`config.mk`:
```
export PLATFORM = sky130hd
export DESIGN_NAME = can_lock_frame_freshness_checker_unit
export DESIGN_NICKNAME = d
export VERILOG_FILES = /design/src/rtl/clfc_pkg.sv /design/src/rtl/clfc_front.sv /design/src/rtl/clfc_queue.sv /design/src/rtl/clfc_back.sv /design/src/rtl/can_lock_frame_freshness_checker_unit.sv
export VERILOG_INCLUDE_DIRS = /design/src /design/src/rtl
export SDC_FILE = /design/constraint.sdc
export NUM_CORES = 1
export LEC_CHECK = 0
export ABC_AREA = 1
export BUFFER_PORTS_ARGS = -buffer_cell sky130_fd_sc_hd__buf_2
export CAP_MARGIN = 15
export CORE_ASPECT_RATIO = 0.7
export CORE_MARGIN = 3
export CORE_UTILIZATION = 54
export DETAILED_ROUTE_END_ITERATION = 10
export PLACE_DENSITY = 0.74
export RECOVER_POWER = 100
export REMOVE_ABC_BUFFERS = 1
export SLEW_MARGIN = 20
export SYNTH_ARGS = -nofsm -noshare
export SYNTH_HDL_FRONTEND = slang
export SYNTH_SLANG_ARGS = --single-unit
```
`constraint.sdc`:
```
create_clock -name clk -period 4.9 [get_ports clk]
set_clock_uncertainty 0.2 [all_clocks]
set_input_delay 0 -clock clk [delete_from_list [all_inputs] [get_ports clk]]
set_output_delay 0 -clock clk [all_outputs]
set_load 0.05 [all_outputs]
```
`src/rtl/can_lock_frame_freshness_checker_unit_assert.svh`:
```
// ----------------------------------------------------------------------------
// Assertion macros for the CAN lock frame freshness checker
// Each macro builds one labelled, clocked assertion with an asynchronous
// reset disable.
// ----------------------------------------------------------------------------
`ifndef CAN_LOCK_FRAME_FRESHNESS_CHECKER_UNIT_ASSERT_SVH
`define CAN_LOCK_FRAME_FRESHNESS_CHECKER_UNIT_ASSERT_SVH

// The consequent must hold in the same cycle as the antecedent.
`define CLFC_ASSERT_SAME(label, clk, rst_n, ante, cons, msg) \
	label: assert property (@(posedge clk) disable iff (!rst_n) (ante) |-> (cons)) \
		else $error(msg);

// The consequent must hold in the cycle after the antecedent.
`define CLFC_ASSERT_NEXT(label, clk, rst_n, ante, cons, msg) \
	label: assert property (@(posedge clk) disable iff (!rst_n) (ante) |=> (cons)) \
		else $error(msg);

`endif

```
`src/rtl/clfc_pkg.sv`:
```
// ----------------------------------------------------------------------------
// CAN lock frame freshness checker package
// Shared widths, codes, the queue entry type and field helpers.
// ----------------------------------------------------------------------------
`default_nettype none

package clfc_pkg;

	localparam int IN_W       = 136;
	localparam int OUT_W      = 72;
	localparam int CFG_IDX_W  = 3;
	localparam int CFG_DATA_W = 29;

	localparam logic [3:0] MAX_BYTES = 4'd8;

	localparam logic [CFG_IDX_W-1:0] REG_ENABLE      = 3'd0;
	localparam logic [CFG_IDX_W-1:0] REG_MATCH_ID    = 3'd1;
	localparam logic [CFG_IDX_W-1:0] REG_MATCH_EXT   = 3'd2;
	localparam logic [CFG_IDX_W-1:0] REG_EXP_LENGTH  = 3'd3;
	localparam logic [CFG_IDX_W-1:0] REG_COUNTER_FLD = 3'd4;
	localparam logic [CFG_IDX_W-1:0] REG_COMMAND_FLD = 3'd5;
	localparam logic [CFG_IDX_W-1:0] REG_SECURED_FLD = 3'd6;

	localparam logic [3:0] ST_DISABLED     = 4'd0;
	localparam logic [3:0] ST_IGNORED      = 4'd1;
	localparam logic [3:0] ST_PRIMED       = 4'd2;
	localparam logic [3:0] ST_NO_COMMAND   = 4'd3;
	localparam logic [3:0] ST_EVIDENCE     = 4'd4;
	localparam logic [3:0] ST_BAD_CONFIG   = 4'd5;
	localparam logic [3:0] ST_BAD_FRAME    = 4'd6;
	localparam logic [3:0] ST_DUPLICATE    = 4'd7;
	localparam logic [3:0] ST_OUT_OF_ORDER = 4'd8;
	localparam logic [3:0] ST_TIME_REGRESS = 4'd9;

	localparam logic [1:0] KIND_CLEAR  = 2'd0;
	localparam logic [1:0] KIND_REPORT = 2'd1;
	localparam logic [1:0] KIND_REJECT = 2'd2;
	localparam logic [1:0] KIND_CHECK  = 2'd3;

	localparam int QUEUE_DEPTH = 4;
	localparam int QUEUE_PTR_W = $clog2(QUEUE_DEPTH);
	localparam int QUEUE_CNT_W = $clog2(QUEUE_DEPTH + 1);
	localparam logic [QUEUE_CNT_W-1:0] QUEUE_FULL = QUEUE_CNT_W'(QUEUE_DEPTH);

	typedef struct packed {
		logic [1:0]  kind;
		logic [3:0]  status;
		logic [7:0]  raw;
		logic [3:0]  bits;
		logic        active;
		logic        secured;
		logic [31:0] stamp;
	} clfc_entry_t;

	function automatic logic [7:0] pick_byte(input logic [63:0] payload,
			input logic [2:0] idx);
		return payload[{idx, 3'b000} +: 8];
	endfunction

	function automatic logic field_match(input logic [18:0] field,
			input logic [63:0] payload, input logic [3:0] len);
		logic [7:0] b;
		b = pick_byte(payload, field[18:16]);
		return ({1'b0, field[18:16]} < len) &&
			((b & field[15:8]) == (field[7:0] & field[15:8]));
	endfunction

endpackage

`default_nettype wire

```
`src/rtl/clfc_front.sv`:
```
// ----------------------------------------------------------------------------
// Front end
// Holds the configuration registers, accepts frames and classifies each one
// into a queue entry for the tracking back end.
// ----------------------------------------------------------------------------
`default_nettype none

module clfc_front (
	input  wire logic                             clk,
	input  wire logic                             arst_n,
	input  wire logic                             cfg_valid,
	output      logic                             cfg_ready,
	input  wire logic [clfc_pkg::CFG_IDX_W-1:0]   cfg_index,
	input  wire logic [clfc_pkg::CFG_DATA_W-1:0]  cfg_data,
	input  wire logic                             s_tvalid,
	output      logic                             s_tready,
	input  wire logic                             s_tuser,
	input  wire logic [clfc_pkg::IN_W-1:0]        s_tdata,
	input  wire logic                             q_full,
	output      logic                             q_push,
	output      clfc_pkg::clfc_entry_t            q_entry
);

	logic        enable_q;
	logic [28:0] match_id_q;
	logic        match_ext_q;
	logic [3:0]  exp_len_q;
	logic [10:0] counter_fld_q;
	logic [18:0] command_fld_q;
	logic [18:0] secured_fld_q;

	logic [28:0] ident;
	logic        fext;
	logic [3:0]  flen;
	logic [63:0] payload;
	logic [31:0] stamp;

	logic        id_fits;
	logic        cfg_ok;
	logic        frame_bad;
	logic [2:0]  cidx;
	logic [2:0]  lidx;
	logic [2:0]  sidx;
	logic [7:0]  cmask;
	logic [7:0]  lmask;
	logic [7:0]  smask;
	logic [7:0]  cbyte;
	logic [7:0]  raw;
	logic [3:0]  pos;

	assign cfg_ready = 1'b1;

	always_ff @(posedge clk or negedge arst_n) begin
		if (!arst_n) begin
			enable_q      <= 1'b0;
			match_id_q    <= '0;
			match_ext_q   <= 1'b0;
			exp_len_q     <= clfc_pkg::MAX_BYTES;
			counter_fld_q <= '0;
			command_fld_q <= '0;
			secured_fld_q <= '0;
		end else if (cfg_valid) begin
			case (cfg_index)
				clfc_pkg::REG_ENABLE:      enable_q      <= cfg_data[0];
				clfc_pkg::REG_MATCH_ID:    match_id_q    <= cfg_data[28:0];
				clfc_pkg::REG_MATCH_EXT:   match_ext_q   <= cfg_data[0];
				clfc_pkg::REG_EXP_LENGTH:  exp_len_q     <= cfg_data[3:0];
				clfc_pkg::REG_COUNTER_FLD: counter_fld_q <= cfg_data[10:0];
				clfc_pkg::REG_COMMAND_FLD: command_fld_q <= cfg_data[18:0];
				clfc_pkg::REG_SECURED_FLD: secured_fld_q <= cfg_data[18:0];
				default: begin
				end
			endcase
		end
	end

	assign ident   = s_tdata[28:0];
	assign fext    = s_tdata[29];
	assign flen    = s_tdata[33:30];
	assign payload = s_tdata[97:34];
	assign stamp   = s_tdata[129:98];

	assign cidx  = counter_fld_q[10:8];
	assign cmask = counter_fld_q[7:0];
	assign lidx  = command_fld_q[18:16];
	assign lmask = command_fld_q[15:8];
	assign sidx  = secured_fld_q[18:16];
	assign smask = secured_fld_q[15:8];

	assign id_fits = match_ext_q || (match_id_q[28:11] == '0);
	assign cfg_ok  = id_fits && (exp_len_q != 4'd0) && (exp_len_q <= clfc_pkg::MAX_BYTES)
		&& ({1'b0, cidx} < exp_len_q) && (cmask != 8'd0)
		&& ({1'b0, lidx} < exp_len_q) && (lmask != 8'd0)
		&& ({1'b0, sidx} < exp_len_q) && (smask != 8'd0)
		&& ((lidx != cidx) || ((lmask & cmask) == 8'd0))
		&& ((sidx != cidx) || ((smask & cmask) == 8'd0))
		&& ((lidx != sidx) || ((lmask & smask) == 8'd0));

	assign frame_bad = (flen > clfc_pkg::MAX_BYTES) || (!fext && (ident[28:11] != '0));

	assign cbyte = ({1'b0, cidx} < flen) ? clfc_pkg::pick_byte(payload, cidx) : 8'd0;

	always_comb begin
		raw = 8'd0;
		pos = 4'd0;
		for (int b = 0; b < 8; b++) begin
			if (cmask[b]) begin
				raw[pos[2:0]] = cbyte[b];
				pos = pos + 4'd1;
			end
		end
	end

	always_comb begin
		q_entry.raw     = raw;
		q_entry.bits    = pos;
		q_entry.active  = clfc_pkg::field_match(command_fld_q, payload, flen);
		q_entry.secured = clfc_pkg::field_match(secured_fld_q, payload, flen);
		q_entry.stamp   = stamp;
		q_entry.kind    = clfc_pkg::KIND_CHECK;
		q_entry.status  = clfc_pkg::ST_DISABLED;
		if (s_tuser) begin
			q_entry.kind = clfc_pkg::KIND_CLEAR;
		end else if (!enable_q) begin
			q_entry.kind = clfc_pkg::KIND_REPORT;
		end else if (!cfg_ok) begin
			q_entry.kind   = clfc_pkg::KIND_REJECT;
			q_entry.status = clfc_pkg::ST_BAD_CONFIG;
		end else if (frame_bad) begin
			q_entry.kind   = clfc_pkg::KIND_REJECT;
			q_entry.status = clfc_pkg::ST_BAD_FRAME;
		end else if ((ident != match_id_q) || (fext != match_ext_q)) begin
			q_entry.kind   = clfc_pkg::KIND_REPORT;
			q_entry.status = clfc_pkg::ST_IGNORED;
		end else if (flen != exp_len_q) begin
			q_entry.kind   = clfc_pkg::KIND_REJECT;
			q_entry.status = clfc_pkg::ST_BAD_FRAME;
		end
	end

	assign s_tready = !q_full;
	assign q_push   = s_tvalid && !q_full;

endmodule

`default_nettype wire

```
`src/rtl/clfc_queue.sv`:
```
// ----------------------------------------------------------------------------
// Classified frame queue
// A short register queue that decouples the front end from the back end.
// ----------------------------------------------------------------------------
`default_nettype none
`include "can_lock_frame_freshness_checker_unit_assert.svh"

module clfc_queue (
	input  wire logic                  clk,
	input  wire logic                  arst_n,
	input  wire logic                  push,
	input  wire clfc_pkg::clfc_entry_t wr_entry,
	input  wire logic                  pop,
	output      clfc_pkg::clfc_entry_t rd_entry,
	output      logic                  full,
	output      logic                  empty
);

	clfc_pkg::clfc_entry_t slot_q [clfc_pkg::QUEUE_DEPTH];

	logic [clfc_pkg::QUEUE_PTR_W-1:0] wr_ptr_q;
	logic [clfc_pkg::QUEUE_PTR_W-1:0] rd_ptr_q;
	logic [clfc_pkg::QUEUE_CNT_W-1:0] count_q;

	always_ff @(posedge clk) begin
		if (push) begin
			slot_q[wr_ptr_q] <= wr_entry;
		end
	end

	always_ff @(posedge clk or negedge arst_n) begin
		if (!arst_n) begin
			wr_ptr_q <= '0;
			rd_ptr_q <= '0;
			count_q  <= '0;
		end else begin
			if (push) begin
				wr_ptr_q <= wr_ptr_q + 1'b1;
			end
			if (pop) begin
				rd_ptr_q <= rd_ptr_q + 1'b1;
			end
			if (push && !pop) begin
				count_q <= count_q + 1'b1;
			end else if (pop && !push) begin
				count_q <= count_q - 1'b1;
			end
		end
	end

	assign rd_entry = slot_q[rd_ptr_q];
	assign full     = (count_q == clfc_pkg::QUEUE_FULL);
	assign empty    = (count_q == '0);

	`CLFC_ASSERT_SAME(a_count_bound, clk, arst_n, 1'b1, count_q <= clfc_pkg::QUEUE_FULL, "queue count beyond depth")
	`CLFC_ASSERT_SAME(a_no_overflow, clk, arst_n, push, count_q != clfc_pkg::QUEUE_FULL, "push into full queue")
	`CLFC_ASSERT_SAME(a_no_underflow, clk, arst_n, pop, count_q != '0, "pop from empty queue")

endmodule

`default_nettype wire

```
`src/rtl/clfc_back.sv`:
```
// ----------------------------------------------------------------------------
// Back end
// Keeps the tracking state, runs the timestamp and counter checks on each
// classified frame and holds the result in the output register.
// ----------------------------------------------------------------------------
`default_nettype none
`include "can_lock_frame_freshness_checker_unit_assert.svh"

module clfc_back (
	input  wire logic                       clk,
	input  wire logic                       arst_n,
	input  wire logic                       q_empty,
	input  wire clfc_pkg::clfc_entry_t      q_entry,
	output      logic                       q_pop,
	output      logic                       m_tvalid,
	input  wire logic                       m_tready,
	output      logic [clfc_pkg::OUT_W-1:0] m_tdata
);

	logic        primed_q;
	logic [31:0] prior_stamp_q;
	logic [7:0]  prior_counter_q;
	logic        prior_active_q;
	logic [31:0] ext_seq_q;

	logic        out_valid_q;
	logic [3:0]  out_status_q;
	logic [31:0] out_seq_q;
	logic [31:0] out_stamp_q;
	logic        out_sec_q;

	logic        take;
	logic        res_load;
	logic        res_clear;
	logic        res_advance;
	logic        res_prime;
	logic [3:0]  res_status;
	logic        res_fields;
	logic [31:0] stamp_diff;
	logic        regress;
	logic [7:0]  cmask;
	logic [7:0]  cnt_step;
	logic        far;
	logic [31:0] new_seq;

	assign take  = !q_empty && (!out_valid_q || m_tready);
	assign q_pop = take;

	assign stamp_diff = q_entry.stamp - prior_stamp_q;
	assign regress    = primed_q && (q_entry.stamp != prior_stamp_q) && stamp_diff[31];
	assign cmask      = 8'((9'd1 << q_entry.bits) - 9'd1);
	assign cnt_step   = (q_entry.raw - prior_counter_q) & cmask;
	assign far        = cnt_step[3'(q_entry.bits - 4'd1)];
	assign new_seq    = ext_seq_q + {24'd0, cnt_step};

	always_comb begin
		res_load    = 1'b1;
		res_clear   = 1'b0;
		res_advance = 1'b0;
		res_prime   = 1'b0;
		res_fields  = 1'b0;
		res_status  = q_entry.status;
		case (q_entry.kind)
			clfc_pkg::KIND_CLEAR: begin
				res_load  = 1'b0;
				res_clear = 1'b1;
			end
			clfc_pkg::KIND_REPORT: begin
			end
			clfc_pkg::KIND_REJECT: begin
				res_clear = 1'b1;
			end
			clfc_pkg::KIND_CHECK: begin
				if (regress) begin
					res_status = clfc_pkg::ST_TIME_REGRESS;
					res_clear  = 1'b1;
				end else if (!primed_q) begin
					res_status = clfc_pkg::ST_PRIMED;
					res_prime  = 1'b1;
				end else if (cnt_step == 8'd0) begin
					res_status = clfc_pkg::ST_DUPLICATE;
					res_clear  = 1'b1;
				end else if (far) begin
					res_status = clfc_pkg::ST_OUT_OF_ORDER;
					res_clear  = 1'b1;
				end else begin
					res_advance = 1'b1;
					if (q_entry.active && !prior_active_q) begin
						res_status = clfc_pkg::ST_EVIDENCE;
						res_fields = 1'b1;
					end else begin
						res_status = clfc_pkg::ST_NO_COMMAND;
					end
				end
			end
			default: begin
			end
		endcase
	end

	always_ff @(posedge clk or negedge arst_n) begin
		if (!arst_n) begin
			primed_q        <= 1'b0;
			prior_stamp_q   <= '0;
			prior_counter_q <= '0;
			prior_active_q  <= 1'b0;
			ext_seq_q       <= '0;
			out_valid_q     <= 1'b0;
		end else begin
			if (take) begin
				out_valid_q <= res_load;
				if (res_clear) begin
					primed_q        <= 1'b0;
					prior_stamp_q   <= '0;
					prior_counter_q <= '0;
					prior_active_q  <= 1'b0;
					ext_seq_q       <= '0;
				end else if (res_prime || res_advance) begin
					primed_q        <= 1'b1;
					prior_stamp_q   <= q_entry.stamp;
					prior_counter_q <= q_entry.raw;
					prior_active_q  <= q_entry.active;
					if (res_advance) begin
						ext_seq_q <= new_seq;
					end
				end
			end else if (m_tready) begin
				out_valid_q <= 1'b0;
			end
		end
	end

	always_ff @(posedge clk) begin
		if (take && res_load) begin
			out_status_q <= res_status;
			out_seq_q    <= res_fields ? new_seq : 32'd0;
			out_stamp_q  <= res_fields ? q_entry.stamp : 32'd0;
			out_sec_q    <= res_fields && q_entry.secured;
		end
	end

	assign m_tvalid = out_valid_q;
	assign m_tdata  = {3'b000, out_sec_q, out_stamp_q, out_seq_q, out_status_q};

	`CLFC_ASSERT_SAME(a_quiet_fields, clk, arst_n, out_valid_q && (out_status_q != clfc_pkg::ST_EVIDENCE), (out_seq_q == '0) && (out_stamp_q == '0) && !out_sec_q, "fields set on a non-evidence result")
	`CLFC_ASSERT_NEXT(a_reject_clears, clk, arst_n, take && res_clear, !primed_q && (ext_seq_q == '0), "tracking kept after a rejection")
	`CLFC_ASSERT_SAME(a_evidence_primed, clk, arst_n, out_valid_q && (out_status_q == clfc_pkg::ST_EVIDENCE), primed_q, "evidence held without primed tracking")

endmodule

`default_nettype wire

```
`src/rtl/can_lock_frame_freshness_checker_unit.sv`:
```
// An accepted frame is written into a queue slot; the back end takes it into the output register once that is free.
// Throughput: one frame per cycle while the queue is not full and the result side accepts results.
// A clear request takes one queue slot and produces no result.
// Reset clears the configuration to its defaults, the tracking state, the queue and the output valid.
// ----------------------------------------------------------------------------
// CAN lock frame freshness checker
// Filters CAN frames, checks timestamp and rolling counter freshness and
// reports rising lock commands as evidence.
// ----------------------------------------------------------------------------
`default_nettype none

module can_lock_frame_freshness_checker_unit (
	input  wire logic                             clk,
	input  wire logic                             arst_n,
	input  wire logic                             cfg_valid,
	output      logic                             cfg_ready,
	input  wire logic [clfc_pkg::CFG_IDX_W-1:0]   cfg_index,
	input  wire logic [clfc_pkg::CFG_DATA_W-1:0]  cfg_data,
	input  wire logic                             s_tvalid,
	output      logic                             s_tready,
	// clear request
	input  wire logic                             s_tuser,
	// frame_ident, frame_is_extended, frame_length, frame_payload, stamp_ms
	input  wire logic [clfc_pkg::IN_W-1:0]        s_tdata,
	output      logic                             m_tvalid,
	input  wire logic                             m_tready,
	// status, sequence_out, stamp_out, vehicle_secured
	output      logic [clfc_pkg::OUT_W-1:0]       m_tdata
);

	clfc_pkg::clfc_entry_t wr_entry;
	clfc_pkg::clfc_entry_t rd_entry;
	logic                  q_push;
	logic                  q_pop;
	logic                  q_full;
	logic                  q_empty;

	clfc_front u_front (
		.clk       (clk),
		.arst_n    (arst_n),
		.cfg_valid (cfg_valid),
		.cfg_ready (cfg_ready),
		.cfg_index (cfg_index),
		.cfg_data  (cfg_data),
		.s_tvalid  (s_tvalid),
		.s_tready  (s_tready),
		.s_tuser   (s_tuser),
		.s_tdata   (s_tdata),
		.q_full    (q_full),
		.q_push    (q_push),
		.q_entry   (wr_entry)
	);

	clfc_queue u_queue (
		.clk      (clk),
		.arst_n   (arst_n),
		.push     (q_push),
		.wr_entry (wr_entry),
		.pop      (q_pop),
		.rd_entry (rd_entry),
		.full     (q_full),
		.empty    (q_empty)
	);

	clfc_back u_back (
		.clk      (clk),
		.arst_n   (arst_n),
		.q_empty  (q_empty),
		.q_entry  (rd_entry),
		.q_pop    (q_pop),
		.m_tvalid (m_tvalid),
		.m_tready (m_tready),
		.m_tdata  (m_tdata)
	);

endmodule

`default_nettype wire

```
### Word level (Yosys, flattened, before mapping)

Memory sizes are Yosys's and may differ from the RTL's.
Cells that the tools add are included.

| storage, ports and cells | value |
|---|---|
| bits in registers | 235 |
| bits in writable memories | 208 |
| input port bits | 174 |
| output and inout port bits | 75 |
| logic and storage cells | 253 |
| memories kept | 1 |

| cells by class | value |
|---|---|
| add/subtract/negate cells | 16 |
| magnitude comparators | 23 |
| equal/unequal tests | 18 |
| shifts and indexed selects | 4 |
| mux-type cells | 91 |
| bitwise gates (word level) | 8 |
| reduce and logical (&&, ||, !) cells | 72 |

Memory list:

| name | depth | width | rd ports | clocked after Yosys merged registers in | write ports | RTL line | RTL |
|---|---|---|---|---|---|---|---|
| u_queue.slot_q | 4 | 52 | 1 | 0 | 1 | clfc_queue.sv:19 | `clfc_pkg::clfc_entry_t slot_q [clfc_pkg::QUEUE_DEPTH];` |

Operators by type and width:

| kind | count |
|---|---|
| $shiftx A64 B7 Y8 | 3 |
| $mux W32 | 5 |
| $mux W8 | 10 |
| $and A8 B8 Y8 | 8 |
| $bwmux W8 | 7 |
| $mux W4 | 14 |
| $mux W1 | 37 |
| $add A32 B8 Y32 | 1 |
| $logic_not A8 Y1 | 4 |
| $ne A32 B32 Y1 | 1 |
| $sub A32 B32 Y32 | 1 |
| $logic_and A1 B1 Y1 | 30 |
| $ne A29 B29 Y1 | 1 |
| $lt A3 B4 Y1 const B | 7 |
| $add A4 B1 Y4 const B | 6 |
| $lt A3 B4 Y1 | 6 |
| $reduce_bool A8 Y1 | 3 |
| $demux W1 S3 | 7 |
| $ge A3 B1 Y1 const B | 6 |
| $logic_not A18 Y1 | 1 |
| $mux W6 | 3 |
| $reduce_bool A18 Y1 | 1 |
| $eq A8 B8 Y1 | 2 |
| $reduce_and A2 Y1 | 8 |
| 31 further kinds | 60 |

### Depth between registers and ports, before layout

| depth | value |
|---|---|
| depth in word-level cells | 19 |
| gate-level depth with buffers | 34 |
| depth with buffers taken out | 30 |

### Modules after synthesis

From an unflattened synthesis, not the netlist that was laid out.

| second synthesis, totals | value |
|---|---|
| cells, all modules | 2942 |
| area total of the unflattened synthesis | 24958.9 um2 |

Modules (own cells, without submodules):

| module | times used | cells each | area an instance (um2) | seq. area each (um2) |
|---|---|---|---|---|
| clfc_queue | 1 | 654 | 8609.5 | 6421.2 |
| clfc_back | 1 | 996 | 8257.9 | 3948.8 |
| clfc_front | 1 | 1292 | 8091.5 | 2103.3 |

### Least setup slack after synthesis

OpenSTA, ideal clock, no wires.

| timing | value |
|---|---|
| kind | register to register |
| start | reg u_queue.rd_ptr_q[0] in the netlist's numbering |
| end | reg u_back.out_sec_q (enable) |
| library setup time | 520 ps |
| arrival time | 4582 ps |
| data required time | 4180 ps |
| slack | -402 ps |
| stages on the path, launching flop included | 8 |
| buffers on the path | 2 |
| clock period less this slack | 5302 ps |
| path through | dfrtp_1 > inv_2 > buf_6 > buf_2 > nand2_1 > a32oi_2 > inv_2 > a21oi_1 |

| between the ends | value |
|---|---|
| longest elaborated chain between the ends | 4 |

RTL lines:

| item | RTL line | RTL |
|---|---|---|
| from (decl) | clfc_queue.sv:22 | `logic [clfc_pkg::QUEUE_PTR_W-1:0] rd_ptr_q;` |
| from (signal assigned) | clfc_queue.sv:41 | `rd_ptr_q <= rd_ptr_q + 1'b1;` |
| $mem_v2 Z4 W52 | -- |  |
| $logic_not A2 Y1 | clfc_back.sv:63 | `case (q_entry.kind)` |
| $mux W1 | clfc_back.sv:63 |  |
| $logic_and A1 B1 Y1 | clfc_back.sv:134 | `if (take && res_load) begin` |
| to (signal assigned) | clfc_back.sv:138 | `out_sec_q <= res_fields && q_entry.secured;` |
| to (decl) | clfc_back.sv:30 | `logic out_sec_q;` |

Every way passes these cells.
A chain may end at the register's enable or synchronous reset.

==> run_results.csv <==
group,metric,value,unit
outcome,outcome,"complete, but fails checks",
outcome,violations,"capacitance limit, slew limit",
detailed_routing,drc,0,
synthesis,yosysSeqAreaShare,52.9,%
timing,worst_slew_pin_slew,3040,ps
floorplanning,pin_count,249,
layout,nets,3159,
worst_setup_path,r2r_end,"u_back.out_stamp_q[26]",
detailed_routing,m1WireLength,29700,um
detailed_routing,vias_per_cell,5.74,
clock_tree,clk_latency,570,ps
timing,layout_min_cycle_time,4580,ps
placed_design,gp_congestion,0.973,
synthesis,synth_top_area_cell,"edfxtp_1",
synthesis,ys_types,64,
synthesis,syn-instance-count,2592,
floorplanning,die_area,0.0458,mm2
timing,setup_viol,0,
clock_tree,clk_pin_slew,60,ps
timing,whs,29.1,ps
detailed_routing,wl_per_cell,18.9,um
synthesis,synth_most_common_cell,"nand2_1",
power,p_leak,11.7,nW
detailed_routing,first_pass_iters,5,
synthesis,yosys-top-cells-count,"nand2_1 (594), inv_1 (275), edfxtp_1 (273), o21ai_0 (232), nor2_1 (202)",
min_path,min_from,"cfg_data[27]",
timing,finalCritPeriodShare,93.4,%
global_routing,grt_pass1_vias,19600,
worst_setup_path,path_class,"flip-flop to flip-flop",
global_routing,overflow,0,
timing,setup_tns,0,ps
floorplanning,start_util,54.9,%
worst_setup_path,crit_slowest_cell,"dfrtp_1",
floorplanning,fp-row-count,63,
power,ir_worst_vdd,422,uV
floorplanning,die_h,180,um
detailed_routing,wl_met2,28300,um
timing,slew_headroom,-103,%
layout,n_antenna_cell,0,
detailed_routing,totalWireLength,66200,um
min_path,min_to,"u_front.match_id_q[27]",
synthesis,synth_seq_cells,439,
timing,rsz0062_at_grt,"no",
layout,syn_to_final_growth,17.7,%
placed_design,dp_hpwl,46300,um
clock_tree,cts.sinks,439,
worst_setup_path,path_buf_inv,6,
clock_tree,root_buffer,"clkbuf_16",
detailed_routing,vias,20100,
clock_tree,cts_tree,"yes",
synthesis,syn_avg_cell_area,9.01,um2
detailed_routing,antenna_left,0,
global_routing,grt_max_degree,111,
synthesis,synth_top_area_share,35.1,%
worst_setup_path,cpPeakStageDelay,410,ps
detailed_routing,first_iter_violations,2219,
power,p_per_area,662,mW/mm2
min_path,hp-class,"primary input to flip-flop",
synthesis,synth_edf_count,273,
clock_tree,htree_levels,2,
worst_setup_path,timing.rr.start,"u_queue.rd_ptr_q[1]",
floorplanning,die_x,255,um
layout,drive_gt1_share,10.6,%
worst_setup_path,end_kind,"flip-flop",
timing,final_hold_viol_count,0,
timing,drv_slew,365,
worst_setup_path,cp_max_fo,55,
flow_run,drv_cap,8,
detailed_routing,routed.top_layer,"met4",
global_routing,antenna_found_initial,0,
min_path,whs_path_depth,3,
synthesis,synth_flop_cell,"edfxtp_1",
synthesis,synthTopCellsByArea,"edfxtp_1 (35%), dfrtp_1 (18%), nand2_1 (9.5%)",
worst_setup_path,r2r_slack,320,ps
worst_setup_path,cp_top_family,"buffers and inverters",
global_routing,grt_pass1_wl,104000,um
worst_setup_path,arrival,4780,ps
synthesis,netlist_area,0.0234,mm2
worst_setup_path,critPathRequiredTime,5100,ps
global_routing,track_usage,28.5,%
worst_setup_path,r2r_cells,20,
placed_design,portBuffers,238,
worst_setup_path,cp_cell_sequence,"inv_4 > buf_12 > buf_4 > a21oi_1 > a32oi_1 > ha_1 > a21oi_1 > nor2_1 > a211oi_1 > o21ai_0 > a21oi_1 > nand3b_1 > nand3_1 > nand2_1 > nor2_1 > inv_2 > nor2_4 > inv_2 > buf_12 > nor2_1",
worst_setup_path,start_kind,"flip-flop",
floorplanning,core_area,0.0426,mm2
synthesis,ys.warnings.count,0,
detailed_routing,met3_length,6680,um
clock_tree,numCtsBuffers,43,
clock_tree,clock_path_buffers,3,
synthesis,ys_async_sr_fraction,37.8,%
timing,max_freq,218,MHz
## worst max path at each step
stage	start	endpoint	slack (ps)	cells after the start
after floorplan	u_queue.rd_ptr_q[0]	u_back.out_sec_q	-2180	5
after global placement	u_front.counter_fld_q[0]	u_queue.slot_q[2][41]	290	22
after detailed placement	u_queue.rd_ptr_q[0]	u_back.out_seq_q[29]	100	29
after CTS	u_queue.rd_ptr_q[0]	u_back.out_seq_q[29]	80	29
after global routing	u_queue.rd_ptr_q[0]	u_back.ext_seq_q[23]	20	22
final	u_queue.rd_ptr_q[1]	u_back.out_stamp_q[26]	320	20
## power breakdown
part	internal (mW)	total (mW)	switching [mW]
registers	5.22	5.71	0.490
logic	2.57	9.10	6.54
clock network	1.94	3.38	1.44
## metrics by stage
stage	power, mW	utilization (%)	setup slack (ps)	std cells	instance area [um2]
3_3_place_gp	14.3	59.1	287	3312	25200
5_1_grt	19.4	64.6	20.3	3495	27500
2_1_floorplan	11.9	-	-2180	2482	22900
6_report	18.2	64.6	323	3495	27500
3_5_place_dp	14.6	59.1	95.1	3312	25200
4_1_cts	18.1	64.9	83.6	3492	27600
## metal layers
metal	vias up	global-route usage (%)
li1	9487	-
met1	9568	42.6
met2	878	41.8
met3	128	7.20
met4	0	6.95
met5	-	0
## area by class of cell
class                           count  area [um2]
Fill cell                        3532       15100
Sequential cell                   439       12400
Multi-Input combinational cell   1758        9480
Timing Repair Buffer              381        2440
Clock buffer                       57        1190
Inverter                          285        1080
Tap cell                          552         691
Clock inverter                     23         248
## cells in the final DEF, fill, tap and decap left out, drive strengths merged, types with 5 or more instances in the layout
cell,n
a21oi,155
a311oi,7
a31oi,7
a32oi,34
buf,175
clkbuf,164
clkinv,17
dfrtp,165
dlygate4sd3,99
edfxtp,273
ha,73
inv,284
mux2,10
nand2,606
nand3,104
nand4,36
nor2,209
nor3,23
nor4,26
o211ai,29
o21ai,236
o221ai,5
o22ai,51
or2,11
xnor2,38
xor2,47
## cell families after synthesis
| logic type | count (synthesis) | synth area share [%] |
|---|---|---|
| buffers and inverters | 397 | 6.78 |
| AOI/OAI and AO/OA | 556 | 13.8 |
| muxes | 10 | 0.482 |
| other | 2 | 0.0321 |
| adders and majority gates | 77 | 4.25 |
| and+or+nand+nor | 1026 | 18.6 |
| xor gates and xnor gates | 85 | 3.19 |
| DFF | 439 | 52.9 |
## state kept, by name (all words and copies together), names as in the netlist, 19 cells and up
name,count
u_front.match_id_q,29
u_queue.slot_q,204
u_back.out_seq_q,32
u_front.command_fld_q,19
u_back.prior_stamp_q,32
u_back.out_stamp_q,32
u_back.ext_seq_q,32
u_front.secured_fld_q,19
## worst register-to-register path, cell delays in order, from the launching register on
cell	delay, ps
dfrtp_1	410
inv_4	180
buf_12	280
buf_4	330
a21oi_1	60
a32oi_1	280
ha_1	340
a21oi_1	160
nor2_1	50
a211oi_1	170
o21ai_0	120
a21oi_1	210
nand3b_1	120
nand3_1	370
nand2_1	110
nor2_1	170
inv_2	70
nor2_4	170
inv_2	160
buf_12	210
nor2_1	240
## repair_timing
item,CTS,global route
endpoints found under the hold margin,402,0
setup endpoints to repair,0,166
hold buffers,100,0
gates resized for setup,0,20
setup buffers,0,2
Note: power is estimated with default switching activity, not from simulation.
